[config.mk]
export PLATFORM = sky130hd
export DESIGN_NAME = serial_frame_deframer
export DESIGN_NICKNAME = d
export VERILOG_FILES = /design/src/rtl/sfd_pkg.sv /design/src/rtl/sfd_ram.sv /design/src/rtl/sfd_front.sv /design/src/rtl/sfd_cmdq.sv /design/src/rtl/sfd_back.sv /design/src/rtl/serial_frame_deframer.sv
export SDC_FILE = /design/constraint.sdc
export NUM_CORES = 1
export LEC_CHECK = 0
export BUFFER_PORTS_ARGS = -buffer_cell sky130_fd_sc_hd__buf_2
export CAP_MARGIN = 40
export CELL_PAD_IN_SITES_DETAIL_PLACEMENT = 0
export CELL_PAD_IN_SITES_GLOBAL_PLACEMENT = 1
export CORE_UTILIZATION = 48
export CTS_CLUSTER_DIAMETER = 80
export DETAILED_ROUTE_END_ITERATION = 16
export GPL_TIMING_DRIVEN = 0
export PLACE_DENSITY = 0.73
export SETUP_SLACK_MARGIN = 0.05
export SYNTH_ARGS = -nofsm -noshare
export SYNTH_HDL_FRONTEND = slang
export SYNTH_SLANG_ARGS = --single-unit
export TNS_END_PERCENT = 1
[constraint.sdc]
create_clock -name i_clk -period 4.1 [get_ports i_clk]
set_input_delay 0.615 -clock i_clk [delete_from_list [all_inputs] [get_ports i_clk]]
set_output_delay 0.615 -clock i_clk [all_outputs]
set_load 0.01 [all_outputs]
[src/rtl/sfd_pkg.sv]
package sfd_pkg;

    // frame bytes and limits
    localparam logic [7:0] SYNC_HEAD = 8'h55;
    localparam logic [7:0] SYNC_ZERO = 8'h00;
    localparam logic [7:0] SYNC_TAIL = 8'hAA;
    localparam logic [7:0] MIN_LEN   = 8'd9;
    localparam logic [7:0] HDR_LEN   = 8'd8;
    localparam int         DEF_MAX_PAYLOAD = 64;

    // widths of the fixed fields
    localparam int CNT_W   = 7;
    localparam int INDEX_W = 6;
    localparam int DATA_W  = 32;

    // result status codes
    typedef enum logic [1:0] {
        ST_OK       = 2'd0,
        ST_CHECKSUM = 2'd1,
        ST_TRAILER  = 2'd2,
        ST_LENGTH   = 2'd3
    } t_status;

    // one finished frame or error, handed from parser to emitter
    typedef struct packed {
        t_status            status;
        logic [7:0]         kind;
        logic [7:0]         addr;
        logic [CNT_W-1:0]   cnt;
        logic               bank;
    } t_cmd;

    // emitter tells the parser a payload bank is free again
    typedef struct packed {
        logic vld;
        logic bank;
    } t_release;

endpackage

[src/rtl/sfd_ram.sv]
module sfd_ram import sfd_pkg::*; #(
    parameter int WIDTH = 8,
    parameter int DEPTH = 128
) (
    input  logic                     i_clk,
    input  logic                     i_we,
    input  logic [$clog2(DEPTH)-1:0] i_waddr,
    input  logic [WIDTH-1:0]         i_wdata,
    input  logic                     i_re,
    input  logic [$clog2(DEPTH)-1:0] i_raddr,
    output logic [WIDTH-1:0]         o_rdata
);

    logic [WIDTH-1:0] r_mem [DEPTH];
    logic [WIDTH-1:0] r_rdata;

    // one write port, one registered read port
    always_ff @(posedge i_clk) begin
        if (i_we) begin
            r_mem[i_waddr] <= i_wdata;
        end
        if (i_re) begin
            r_rdata <= r_mem[i_raddr];
        end
    end

    assign o_rdata = r_rdata;

endmodule

[src/rtl/sfd_front.sv]
module sfd_front import sfd_pkg::*; #(
    parameter int MAX_PAYLOAD = DEF_MAX_PAYLOAD,
    parameter int IW          = (MAX_PAYLOAD > 1) ? $clog2(MAX_PAYLOAD) : 1
) (
    input  logic          i_clk,
    input  logic          i_rst_n,
    input  logic          i_valid,
    output logic          o_ready,
    input  logic [7:0]    i_byte,
    input  logic          i_q_full,
    output logic          o_push,
    output t_cmd          o_cmd,
    input  t_release      i_release,
    output logic          o_we,
    output logic [IW:0]   o_waddr,
    output logic [7:0]    o_wdata
);

    localparam logic [7:0] MAX_LEN = 8'(MAX_PAYLOAD + 8);

    typedef enum logic [8:0] {
        F_HUNT = 9'b000000001,
        F_SYN0 = 9'b000000010,
        F_LEN  = 9'b000000100,
        F_TYPE = 9'b000001000,
        F_ADDR = 9'b000010000,
        F_DATA = 9'b000100000,
        F_CSUM = 9'b001000000,
        F_TRL0 = 9'b010000000,
        F_TRL1 = 9'b100000000
    } t_phase;

    t_phase           r_phase, n_phase;
    logic [7:0]       r_len, n_len;
    logic [7:0]       r_kind, n_kind;
    logic [7:0]       r_addr, n_addr;
    logic [7:0]       r_sum, n_sum;
    logic [CNT_W-1:0] r_cnt, n_cnt;
    logic             r_wb;
    logic [1:0]       r_busy, n_busy;
    logic             acc;
    logic             may_push;
    logic [7:0]       cnt_next;

    // stall when a result might not fit the queue, or the fill bank is still in use
    assign may_push = (r_phase == F_LEN) || (r_phase == F_CSUM) ||
                      (r_phase == F_TRL0) || (r_phase == F_TRL1);
    assign o_ready  = !(may_push && i_q_full) && !((r_phase == F_DATA) && r_busy[r_wb]);
    assign acc      = i_valid && o_ready;
    assign cnt_next = 8'(r_cnt) + 8'd1;

    // payload bytes go straight into the current bank
    assign o_we    = acc && (r_phase == F_DATA);
    assign o_waddr = {r_wb, r_cnt[IW-1:0]};
    assign o_wdata = i_byte;

    // parse one byte
    always_comb begin
        n_phase = r_phase;
        n_len   = r_len;
        n_kind  = r_kind;
        n_addr  = r_addr;
        n_sum   = r_sum;
        n_cnt   = r_cnt;
        o_push  = 1'b0;
        o_cmd   = '{status: ST_OK, kind: r_kind, addr: r_addr, cnt: r_cnt, bank: r_wb};
        if (acc) begin
            unique case (r_phase)
                F_SYN0: begin
                    n_phase = (i_byte == SYNC_ZERO) ? F_LEN : F_HUNT;
                end
                F_LEN: begin
                    if (i_byte < MIN_LEN || i_byte > MAX_LEN) begin
                        o_push       = 1'b1;
                        o_cmd.status = ST_LENGTH;
                        o_cmd.kind   = 8'd0;
                        o_cmd.addr   = 8'd0;
                        n_phase      = F_HUNT;
                    end else begin
                        n_len   = i_byte;
                        n_sum   = i_byte;
                        n_phase = F_TYPE;
                    end
                end
                F_TYPE: begin
                    n_kind  = i_byte;
                    n_sum   = r_sum + i_byte;
                    n_phase = F_ADDR;
                end
                F_ADDR: begin
                    n_addr  = i_byte;
                    n_sum   = r_sum + i_byte;
                    n_cnt   = '0;
                    n_phase = F_DATA;
                end
                F_DATA: begin
                    n_sum = r_sum + i_byte;
                    n_cnt = cnt_next[CNT_W-1:0];
                    if (cnt_next == r_len - HDR_LEN) begin
                        n_phase = F_CSUM;
                    end
                end
                F_CSUM: begin
                    if (i_byte == ~r_sum) begin
                        n_phase = F_TRL0;
                    end else begin
                        o_push       = 1'b1;
                        o_cmd.status = ST_CHECKSUM;
                        n_phase      = F_HUNT;
                    end
                end
                F_TRL0: begin
                    if (i_byte == SYNC_ZERO) begin
                        n_phase = F_TRL1;
                    end else begin
                        o_push       = 1'b1;
                        o_cmd.status = ST_TRAILER;
                        n_phase      = F_HUNT;
                    end
                end
                F_TRL1: begin
                    o_push = 1'b1;
                    if (i_byte != SYNC_TAIL) begin
                        o_cmd.status = ST_TRAILER;
                    end
                    n_phase = F_HUNT;
                end
                default: begin
                    n_phase = (i_byte == SYNC_HEAD) ? F_SYN0 : F_HUNT;
                end
            endcase
        end
    end

    // parser state
    always_ff @(posedge i_clk) begin
        if (!i_rst_n) begin
            r_phase <= F_HUNT;
            r_cnt   <= '0;
            r_sum   <= '0;
            r_len   <= '0;
            r_kind  <= '0;
            r_addr  <= '0;
        end else begin
            r_phase <= n_phase;
            r_cnt   <= n_cnt;
            r_sum   <= n_sum;
            r_len   <= n_len;
            r_kind  <= n_kind;
            r_addr  <= n_addr;
        end
    end

    // bank ownership: set when a good frame is queued, freed after its last read
    always_comb begin
        n_busy = r_busy;
        if (i_release.vld) begin
            n_busy[i_release.bank] = 1'b0;
        end
        if (o_push && o_cmd.status == ST_OK) begin
            n_busy[r_wb] = 1'b1;
        end
    end

    always_ff @(posedge i_clk) begin
        if (!i_rst_n) begin
            r_wb   <= 1'b0;
            r_busy <= '0;
        end else begin
            r_busy <= n_busy;
            if (o_push && o_cmd.status == ST_OK) begin
                r_wb <= ~r_wb;
            end
        end
    end

endmodule

[src/rtl/sfd_cmdq.sv]
module sfd_cmdq import sfd_pkg::*; (
    input  logic i_clk,
    input  logic i_rst_n,
    input  logic i_push,
    input  t_cmd i_cmd,
    output logic o_full,
    input  logic i_pop,
    output logic o_empty,
    output t_cmd o_cmd
);

    t_cmd       r_mem [2];
    logic       r_wp;
    logic       r_rp;
    logic [1:0] r_cnt;

    assign o_full  = (r_cnt == 2'd2);
    assign o_empty = (r_cnt == 2'd0);
    assign o_cmd   = r_mem[r_rp];

    // two-entry queue of frame results
    always_ff @(posedge i_clk) begin
        if (i_push && !o_full) begin
            r_mem[r_wp] <= i_cmd;
        end
    end

    always_ff @(posedge i_clk) begin
        if (!i_rst_n) begin
            r_wp  <= 1'b0;
            r_rp  <= 1'b0;
            r_cnt <= '0;
        end else begin
            if (i_push && !o_full) begin
                r_wp <= ~r_wp;
            end
            if (i_pop && !o_empty) begin
                r_rp <= ~r_rp;
            end
            r_cnt <= r_cnt + 2'(i_push && !o_full) - 2'(i_pop && !o_empty);
        end
    end

endmodule

[src/rtl/sfd_back.sv]
module sfd_back import sfd_pkg::*; #(
    parameter int IW = 6
) (
    input  logic              i_clk,
    input  logic              i_rst_n,
    input  logic              i_q_empty,
    input  t_cmd              i_cmd,
    output logic              o_pop,
    output logic              o_re,
    output logic [IW:0]       o_raddr,
    input  logic [7:0]        i_rdata,
    output t_release          o_release,
    output logic              o_valid,
    input  logic              i_ready,
    output logic [DATA_W-1:0] o_data,
    output logic [1:0]        o_user,
    output logic              o_last
);

    typedef enum logic [2:0] {
        B_IDLE = 3'b001,
        B_EMIT = 3'b010,
        B_ERR  = 3'b100
    } t_bstate;

    t_bstate          r_state, n_state;
    t_cmd             r_cmd;
    logic [CNT_W-1:0] r_idx;
    logic [CNT_W-1:0] idx_next;

    // read stage: data arrives from the ram in the cycle after the read
    logic             r_rd_vld;
    logic [7:0]       r_rd_kind;
    logic [7:0]       r_rd_addr;
    logic [CNT_W-1:0] r_rd_idx;
    logic             r_rd_last;

    // output register
    logic             r_ovld;
    t_status          r_ostat;
    logic [7:0]       r_okind;
    logic [7:0]       r_oaddr;
    logic [7:0]       r_obyte;
    logic [INDEX_W-1:0] r_oidx;
    logic             r_olast;

    logic can_load;
    logic issue;
    logic load_rd;
    logic load_err;

    assign can_load = !r_ovld || i_ready;
    assign idx_next = r_idx + 1'b1;
    assign issue    = (r_state == B_EMIT) && (!r_rd_vld || can_load);
    assign load_rd  = r_rd_vld && can_load;
    assign load_err = (r_state == B_ERR) && !r_rd_vld && can_load;
    assign o_pop    = (r_state == B_IDLE) && !i_q_empty;

    assign o_re            = issue;
    assign o_raddr         = {r_cmd.bank, r_idx[IW-1:0]};
    assign o_release.vld   = issue && (idx_next == r_cmd.cnt);
    assign o_release.bank  = r_cmd.bank;

    // sequencer over the queued results
    always_comb begin
        n_state = r_state;
        unique case (r_state)
            B_IDLE: begin
                if (o_pop) begin
                    n_state = (i_cmd.status == ST_OK) ? B_EMIT : B_ERR;
                end
            end
            B_EMIT: begin
                if (o_release.vld) begin
                    n_state = B_IDLE;
                end
            end
            B_ERR: begin
                if (load_err) begin
                    n_state = B_IDLE;
                end
            end
            default: n_state = B_IDLE;
        endcase
    end

    always_ff @(posedge i_clk) begin
        if (!i_rst_n) begin
            r_state  <= B_IDLE;
            r_rd_vld <= 1'b0;
            r_ovld   <= 1'b0;
        end else begin
            r_state <= n_state;
            if (issue) begin
                r_rd_vld <= 1'b1;
            end else if (can_load) begin
                r_rd_vld <= 1'b0;
            end
            if (load_rd || load_err) begin
                r_ovld <= 1'b1;
            end else if (i_ready) begin
                r_ovld <= 1'b0;
            end
        end
    end

    // command, read tags and output payload
    always_ff @(posedge i_clk) begin
        if (o_pop) begin
            r_cmd <= i_cmd;
            r_idx <= '0;
        end else if (issue) begin
            r_idx <= idx_next;
        end
        if (issue) begin
            r_rd_kind <= r_cmd.kind;
            r_rd_addr <= r_cmd.addr;
            r_rd_idx  <= r_idx;
            r_rd_last <= (idx_next == r_cmd.cnt);
        end
        if (load_rd) begin
            r_ostat <= ST_OK;
            r_okind <= r_rd_kind;
            r_oaddr <= r_rd_addr;
            r_obyte <= i_rdata;
            r_oidx  <= r_rd_idx[INDEX_W-1:0];
            r_olast <= r_rd_last;
        end else if (load_err) begin
            r_ostat <= r_cmd.status;
            r_okind <= r_cmd.kind;
            r_oaddr <= r_cmd.addr;
            r_obyte <= 8'd0;
            r_oidx  <= '0;
            r_olast <= 1'b1;
        end
    end

    assign o_valid = r_ovld;
    assign o_user  = r_ostat;
    assign o_last  = r_olast;
    assign o_data  = {2'b00, r_oidx, r_obyte, r_oaddr, r_okind};

endmodule

[src/rtl/serial_frame_deframer.sv]
// a good frame's items pass the result queue, a ram read and the output register after its
//   closing byte is taken; an error item passes the result queue and the output register
// throughput: one received byte per cycle, payload replayed at one item per cycle from a
//   two-bank store while the output is ready; payload bytes stall while both banks wait for
//   replay, and length, checksum and trailer bytes stall while the queue is full
// reset (i_rst_n low, synchronous) clears parser, queue and emitter; store not cleared
module serial_frame_deframer import sfd_pkg::*; #(
    parameter int MAX_PAYLOAD = DEF_MAX_PAYLOAD
) (
    input  logic              i_clk,
    input  logic              i_rst_n,
    input  logic              s_axis_tvalid,
    output logic              s_axis_tready,
    input  logic [7:0]        s_axis_tdata,   // rx_byte
    output logic              m_axis_tvalid,
    input  logic              m_axis_tready,
    output logic [DATA_W-1:0] m_axis_tdata,   // frame_type, frame_address, payload_byte,
                                              // byte_index, zero pad
    output logic [1:0]        m_axis_tuser,   // status
    output logic              m_axis_tlast
);

    localparam int IW    = (MAX_PAYLOAD > 1) ? $clog2(MAX_PAYLOAD) : 1;
    localparam int DEPTH = 2 ** (IW + 1);

    logic     push, q_full, pop, q_empty;
    t_cmd     cmd_in, cmd_out;
    t_release release_bank;
    logic     we, re;
    logic [IW:0] waddr, raddr;
    logic [7:0]  wdata, rdata;

    sfd_front #(.MAX_PAYLOAD(MAX_PAYLOAD), .IW(IW)) u_front (
        .i_clk     (i_clk),
        .i_rst_n   (i_rst_n),
        .i_valid   (s_axis_tvalid),
        .o_ready   (s_axis_tready),
        .i_byte    (s_axis_tdata),
        .i_q_full  (q_full),
        .o_push    (push),
        .o_cmd     (cmd_in),
        .i_release (release_bank),
        .o_we      (we),
        .o_waddr   (waddr),
        .o_wdata   (wdata)
    );

    sfd_cmdq u_cmdq (
        .i_clk   (i_clk),
        .i_rst_n (i_rst_n),
        .i_push  (push),
        .i_cmd   (cmd_in),
        .o_full  (q_full),
        .i_pop   (pop),
        .o_empty (q_empty),
        .o_cmd   (cmd_out)
    );

    sfd_ram #(.WIDTH(8), .DEPTH(DEPTH)) u_store (
        .i_clk   (i_clk),
        .i_we    (we),
        .i_waddr (waddr),
        .i_wdata (wdata),
        .i_re    (re),
        .i_raddr (raddr),
        .o_rdata (rdata)
    );

    sfd_back #(.IW(IW)) u_back (
        .i_clk     (i_clk),
        .i_rst_n   (i_rst_n),
        .i_q_empty (q_empty),
        .i_cmd     (cmd_out),
        .o_pop     (pop),
        .o_re      (re),
        .o_raddr   (raddr),
        .i_rdata   (rdata),
        .o_release (release_bank),
        .o_valid   (m_axis_tvalid),
        .i_ready   (m_axis_tready),
        .o_data    (m_axis_tdata),
        .o_user    (m_axis_tuser),
        .o_last    (m_axis_tlast)
    );

endmodule

==> impl_results.md, run 1 <==
- Area of the die: roughly 100000 µm²
- Height of the die: ~320 µm
- Worst clock skew: ~0.023 ns
- Total number of clock tree sinks: approximately 1200
- Synthesis-to-finish area growth: 15.4%
- Top cells by area, synth: edfxtp_1, mux4_2, dfxtp_1, nor2_1, mux2_2
- Count of antenna-violating nets left after detailed routing: 0
- Initial core utilization: roughly 48%
- Core outline area: approximately 100000 µm²
- Launch point of the worst path: u_front.r_wb
- Dominant synthesized flop cell: edfxtp_1
- Post-detailed-placement cell area: 51200 µm²
- Unrepaired setup endpoints after global routing: true
- Post-detailed-route wirelength per cell: ~29 µm
- Clock transition at the register clock pins on the worst setup and hold paths after CTS: 0.06 ns
- Transition time of the tightest slew-check pin: around 0.93 ns
- Worst skew pair latency: approximately 0.74 ns
- Capturing instance or port of the critical path: u_store.r_mem[41][2]
- Portion of synthesized cell area occupied by the leading cell type: around 72%
- Buffers added on ports: 46
- Number of I/O pins: 49
- Total via count in the routed design: around 25000
- Number of iterations in the first detailed-routing pass: 5
- Layout filler cell count: 7405
- Setup violation total in the final timing report: 0
- Worst setup path category: register to register
- Number of buffers inserted for hold repair after clock tree synthesis: 0
- Synthesis-stage register bit count: 1234
- Proportion of layout cells with a drive suffix above 1: roughly 28%
- Mapped Cells: approximately 2400
- Wire length of the first global-routing pass: 169 mm
- Asr flop ratio synth: 0%
- Row count: about 120
- Seq/Total Area, Yosys: around 75%
- Total power density per cell area: between 400 and 500 nW/µm²
- Hold/Removal Path Class: input port to register
- Sequential cell area: 36400 µm²
- Critical path fanouts, max: 9
- Wire length reported by the detailed router: 117 mm
- Total overflow reported by the global router: 0
- Footprint of the multi-input gates: roughly 11000 µm²
- Maximum clock frequency: roughly 0.25 GHz
- R2R depth: 9
- Maximum level of the CTS H-tree: 4
- Antenna Cells: 0
- Horiz. Die Dim: approximately 320 µm
- Top post-synthesis cells by count: edfxtp_1, mux4_2, nor2_1
- Final TNS setup: 0 ns
- Maximum number of buffers from clock root to sink: 3
- Crit end category: register
- Per-cell via count in the routed design: ~6.1
- Clock Tree Root: clkbuf_16
- Yosys synthesis warning count: 0
- Worst-case headroom to the max-slew limit: about two fifths
- Detail Placement HPWL: ~78 mm
- Routability cong.: 0.904
- Min Tclk post-route: just over 4 ns
- Max-slew violation total from the final report: 0
- Max-cap violation count: 0
- Syn Std Cell Area: between 40000 and 50000 µm²
- Filler-free cell count of the finished design: between 4000 and 5000
- Data arrival at the endpoint of the critical path: ~4.4 ns
- Number of enable-type register cells in the synthesized netlist: between 1000 and 1500
- Post-synth top area cell: edfxtp_1
- Dpl cells: ~3800
- Status: completed
- Number of CTS-inserted buffers: 130
- Initial DRC Count: roughly 3000
- TritonCTS clock tree: built
- Max VDD drop: around 0.35 mV
- Global routing usage summed across all routing layers: 23.2%
- Largest net degree at the start of global routing: approximately 110
- Final worst path period share: 99.5%
- Critical R2R Launch: u_front.r_wb
- Layout Utilization: 55.9%
- Reg-to-reg critical path endpoint: u_store.r_mem[41][2]
- Number of antenna violations at the first check in global routing: 3
- Number of different library cells in the post-synthesis netlist: 66
- Post-Synthesis Mean Instance Area: approximately 20 µm²
- Via count of the first global-routing pass: between 20000 and 25000
- Required time of the worst setup path: about 4.5 ns
- Setup slack on the worst flop-to-flop path: 0.02 ns
- Layout Cell Area excl Fill: around 56000 µm²
- DRC Markers: 0
- Final Hold Viols: 0
- Lkg Pwr: 17.2 nW
- Net total in the final layout: between 2000 and 3000
- Top-count cell post-synth: edfxtp_1
- Kind of start point of the critical path: register
## layout make-up
| cell class | instances | share of cell area (%) |
|---|---|---|
| Clock buffer | 161 | 6.29 |
| Tap cell | 1298 | 2.91 |
| Timing Repair Buffer | 129 | 2.26 |
| Clock inverter | 75 | 1.65 |
| Multi-Input combinational cell | 986 | 20.6 |
| Inverter | 14 | 0.0942 |
| Buffer | 130 | 1.05 |
| Sequential cell | 1234 | 65.2 |
## what timing repair did
action,in CTS,in global routing
gates resized for setup,20,24
buffers inserted,2,3
cloned,0,0
pin swaps,1,0
endpoints found under the setup margin,605,397
## flip-flops by register name, indices dropped and copies added, names as in the netlist, 8 cells and up, named ones only
| register | count |
|---|---|
| u_front.r_kind | 8 |
| u_front.r_phase | 9 |
| u_back.r_okind | 8 |
| u_back.r_rd_kind | 8 |
| u_front.r_sum | 8 |
| u_front.r_len | 8 |
| u_front.r_addr | 8 |
| u_store.o_rdata | 8 |
| u_back.r_oaddr | 8 |
| u_back.r_obyte | 8 |
| u_back.r_cmd | 25 |
| u_back.r_rd_addr | 8 |
| u_store.r_mem | 1024 |
| u_cmdq.r_mem | 52 |
## cells by family (layout without fill, tap and decap cells)
family | Yosys count | count (layout) | synth area share (%)
other | 1 | 2 | 0.00776
adder cells (fa/ha/maj) | 13 | 13 | 0.352
XOR/XNOR | 35 | 35 | 0.634
buffers and inverters | 144 | 509 | 1.29
flip-flops | 1234 | 1234 | 75.2
AND/OR/NAND/NOR | 422 | 422 | 4.33
AO/OA/AOI/OAI | 121 | 121 | 1.63
multiplexers | 393 | 393 | 16.5
## routing by layer
layer  track usage, %  share of wire (%)  wire length (µm)
met1             32.8                 41             47800
met2             36.7                 48             56400
met3             4.48                8.1              9460
met4             7.10                2.6              3060
met5                0              0.022                26
## how the worst min path moves through the flow
| stage | startpoint | end | cells after the start |
|---|---|---|---|
| floorplan | u_back.r_idx[2] | u_back.r_rd_idx[2] | 0 |
| global placement | u_back.r_idx[4] | u_back.r_rd_idx[4] | 0 |
| detailed placement | u_back.r_idx[2] | u_back.r_rd_idx[2] | 0 |
| CTS | m_axis_tready | u_back.o_user[0] | 4 |
| global route | s_axis_tvalid | u_front.r_phase[6] | 3 |
| finish | m_axis_tready | u_back.o_user[0] | 4 |
## layout by cell type (no fill, tap or decap), types with 31 or more instances in the layout
cell type and count:
edfxtp_1 1164, clkbuf_16 136, mux2_2 42, dfxtp_1 70
buf_4 44, nor2_1 156, clkbuf_1 103, nor2_2 41
buf_2 61, o22ai_1 32, mux2i_1 31, mux4_2 320
clkinv_1 31, nand2_1 57
## report_power, final
group          leakage, nW  internal (mW)  switching, mW
registers             11.2           13.7       0.000519
logic                 3.93         0.0432          0.224
clock network         2.15           7.30           4.84
total                 17.2           21.1           5.06
## critical path: stages, from the launching register on
cell and delay (ns):
dfxtp_1 0.34, clkbuf_2 0.28, mux2i_1 0.33, o41ai_1 0.15
nand3b_1 0.39, nor2_1 0.29, nand3_1 0.68, clkbuf_1 0.44
buf_8 0.23, nor2_1 0.55
## stage by stage
step | total power [mW] | hold slack [ns] | setup slack, ns
3_3_place_gp | 14.3 | 0.414 | -2.28
6_report | 26.1 | 0.259 | 0.0200
5_1_grt | 26.8 | 0.287 | -0.0715
2_1_floorplan | 14.1 | 0.406 | 0.571
4_1_cts | 26.3 | 0.222 | -0.162
3_5_place_dp | 14.3 | 0.411 | -0.533
(Power assumes the default switching activity.)
==> run 2: changes to the inputs <==
- CTS_BUF_LIST: unset -> sky130_fd_sc_hd__clkbuf_8
- clock period: 4.1 -> 4.5 ns (I/O delays scaled with it)
==> impl_results.md, run 2 (same netlist as run 1, synthesis figures left out) <==
- Buffers added on ports: 46 (unchanged)
- Worst path max stage delay: 0.67 ns (about the same)
- Critical R2R Launch: u_front.r_wb
- Data arrival at the endpoint of the critical path: 4.95 ns (+0.52 ns)
- Max reg flops: 1024 (unchanged)
- Number of iterations in the first detailed-routing pass: 6 (+1)
- Switching share of total power: 21.2% (+1.9 points)
- Number of CTS-inserted buffers: 193 (+48%)
- Total number of clock tree sinks: 1234 (unchanged)
- TritonCTS clock tree: built
- Cell with the largest stage delay on the worst path: nor2_1
- Maximum clock frequency: 0.224 GHz (-8.6%)
- Worst hold path startpoint: m_axis_tready
- Unrepaired setup endpoints after global routing: true
- Number of antenna violations at the first check in global routing: 1 (-2)
- Required time of the worst setup path: 4.98 ns (+0.53 ns)
- Synthesis-to-finish area growth: 13.4%
- Initial core utilization: 48.4% (unchanged)
- Worst clock skew: 0.0474 ns (+0.0243 ns)
- Worst setup path category: register to register
- WHS: 0.199 ns (-0.0595 ns)
- Most common library cell in the layout ignoring fill and taps: edfxtp_1
- Hold/Removal Path Class: input port to register
- R2R depth: 9 (unchanged)
- Cell Int Power: 16.9 mW (-20%)
- Worst-case setup slack after placement: -0.133 ns (+0.400 ns)
- Number of buffers added for setup after CTS: 0 (-2)
- Maximum number of buffers from clock root to sink: 3 (unchanged)
- Detail Placement HPWL: 78.0 mm (unchanged)
- Total overflow reported by the global router: 0 (unchanged)
- Min Tclk post-route: 4.46 ns (+0.383 ns)
- Maximum level of the CTS H-tree: 4 (unchanged)
- Routability cong.: 0.904 (unchanged)
- Worst skew pair latency: 0.86 ns (+0.12 ns)
- Layout Utilization: 54.9% (-0.94 points)
- Max-cap violation count: 0 (unchanged)
- Clock network fraction of design power: 40.4% (-6.0 points)
- Lkg Pwr: 17.1 nW (-0.77%)
- Cells traversed along the worst timing path: clkbuf_1 > mux2i_1 > o41ai_1 > nand3b_1 > nor2_1 > buf_2 > nand3b_1 > buf_2 > nor2_1
- Setup violation total in the final timing report: 0 (unchanged)
- Clock transition at the register clock pins on the worst setup and hold paths after CTS: 0.06 ns (about the same)
- Fraction of power consumed by sequential logic: 58.5% (+5.9 points)
- Kind of start point of the critical path: register
- Via count of the first global-routing pass: 25100 (+1.9%)
- Per-cell via count in the routed design: 5.99 (-1.6%)
- Launch point of the worst path: u_front.r_wb
- Row count: 116 (unchanged)
- Initial DRC Count: 2908 (-3.5%)
- Worst Hold Path Cells: 4 (unchanged)
- Net switching component of the power: 4.54 mW (-10%)
- Total power density per cell area: 391 nW/µm² (-17%)
- Crit end category: register
- CP top delay family: simple AND/OR/NAND/NOR gates
- Final worst path period share: 99.2% (-0.33 points)
- Buffer and inverter count on the worst path: 3 (unchanged)
- Core outline area: 99900 µm² (unchanged)
- Net total in the final layout: 2710 (+2.3%)
- Layout filler cell count: 7571 (+2.2%)
- Final Hold Viols: 0 (unchanged)
- Dpl cells: 3784 (unchanged)
- Relative contribution of combinational cells to total power: 1.1% (about the same)
- Total via count in the routed design: 24800 (+1.3%)
- Overall power of the completed layout: 21.4 mW (-18%)
- Horiz. Die Dim: 319 µm (unchanged)
- Max-slew violation total from the final report: 0 (unchanged)
- Status: completed
- Proportion of layout cells with a drive suffix above 1: 28.5% (+0.16 points)
- Height of the die: 319 µm (unchanged)
- Transition time of the tightest slew-check pin: 0.952 ns (+0.0219 ns)
- Final setup slack of the worst path: 0.0368 ns (+0.0168 ns)
- Clock Tree Root: clkbuf_8
- Hold-critical path endpoint: u_back.o_user[0]
- Global routing usage summed across all routing layers: 23.2% (about the same)
- Most flop-heavy register: u_store.r_mem
- Worst-case headroom to the max-slew limit: 36.6% (-1.5 points)
- Layout Cell Area excl Fill: 54800 µm² (-1.7%)
- Number of buffers inserted for hold repair after clock tree synthesis: 0 (unchanged)
- Wire length reported by the detailed router: 117 mm (about the same)
- Post-detailed-route wirelength per cell: 28.1 µm (-2.9%)
- Largest net degree at the start of global routing: 105 (unchanged)
- Max VDD drop: 0.237 mV (-32%)
- DRC Markers: 0 (unchanged)
- Final TNS setup: 0 ns (unchanged)
- Setup slack on the worst flop-to-flop path: 0.04 ns (+0.02 ns)
- Registers with the highest flip-flop counts: u_store.r_mem x1024, u_cmdq.r_mem x52, u_back.r_cmd x25
- Wire length of the first global-routing pass: 169 mm (+0.17%)
- Filler-free cell count of the finished design: 4149 (+3.0%)
- Count of antenna-violating nets left after detailed routing: 0 (unchanged)
- Reg-to-reg critical path endpoint: u_store.r_mem[40][1]
- Critical path fanouts, max: 10 (+1)
- Area of the die: 102000 µm² (unchanged)
- Number of I/O pins: 49 (unchanged)
- Post-detailed-placement cell area: 51200 µm² (unchanged)
- Highest-count cells in the layout ignoring fill and taps: edfxtp_1, mux4_2, clkbuf_8, nor2_1, clkbuf_1
## run 2: area by class of cell
type	count	area (µm²)	area share, %
Antenna cell	4	10.0	0.0183
Buffer	130	569	1.04
Clock buffer	196	2700	4.92
Clock inverter	161	832	1.52
Inverter	14	52.6	0.0958
Multi-Input combinational cell	986	11400	20.9
Sequential cell	1234	36400	66.3
Tap cell	1298	1620	2.96
Timing Repair Buffer	126	1240	2.27
## run 2: how the worst max path moves through the flow
stage / to / depth (start not counted)
2_1_floorplan: u_cmdq.r_mem[0][0] / 6
3_3_place_gp: u_cmdq.r_mem[0][20] / 7
3_5_place_dp: u_store.r_mem[101][3] / 9
4_1_cts: u_store.r_mem[53][7] / 9
5_1_grt: u_store.r_mem[40][1] / 9
6_report: u_store.r_mem[40][1] / 9
## run 2: worst register-to-register path, cell delays in order, from the launching register on
cell and delay, ns:
dfxtp_1 0.34, clkbuf_1 0.50, mux2i_1 0.36, o41ai_1 0.15, nand3b_1 0.37, nor2_1 0.29
buf_2 0.27, nand3b_1 0.60, buf_2 0.54, nor2_1 0.67
## run 2: routing by layer
metal	up-vias	part of all wire, %	track usage (%)	wire [µm]
li1	10400	-	-	-
met1	13100	41	32.4	47900
met2	1145	48	36.4	56100
met3	176	8.1	4.92	9470
met4	0	2.8	7.85	3220
met5	-	0	0	0
## run 2: power groups by stage
stage | Clock (mW) | Sequential (mW) | Combinational, mW
floorplan | 0 | 12.8 | 0.0335
global placement | 0 | 12.8 | 0.203
detailed placement | 0 | 12.8 | 0.245
CTS | 8.79 | 12.5 | 0.246
global route | 9.29 | 12.5 | 0.263
finish | 8.64 | 12.5 | 0.242
## run 2: timing repair
item | 4_1_cts | 5_1_grt
gates resized for setup | 11 | 18
pin swaps | 1 | 0
setup endpoints to repair | 168 | 162
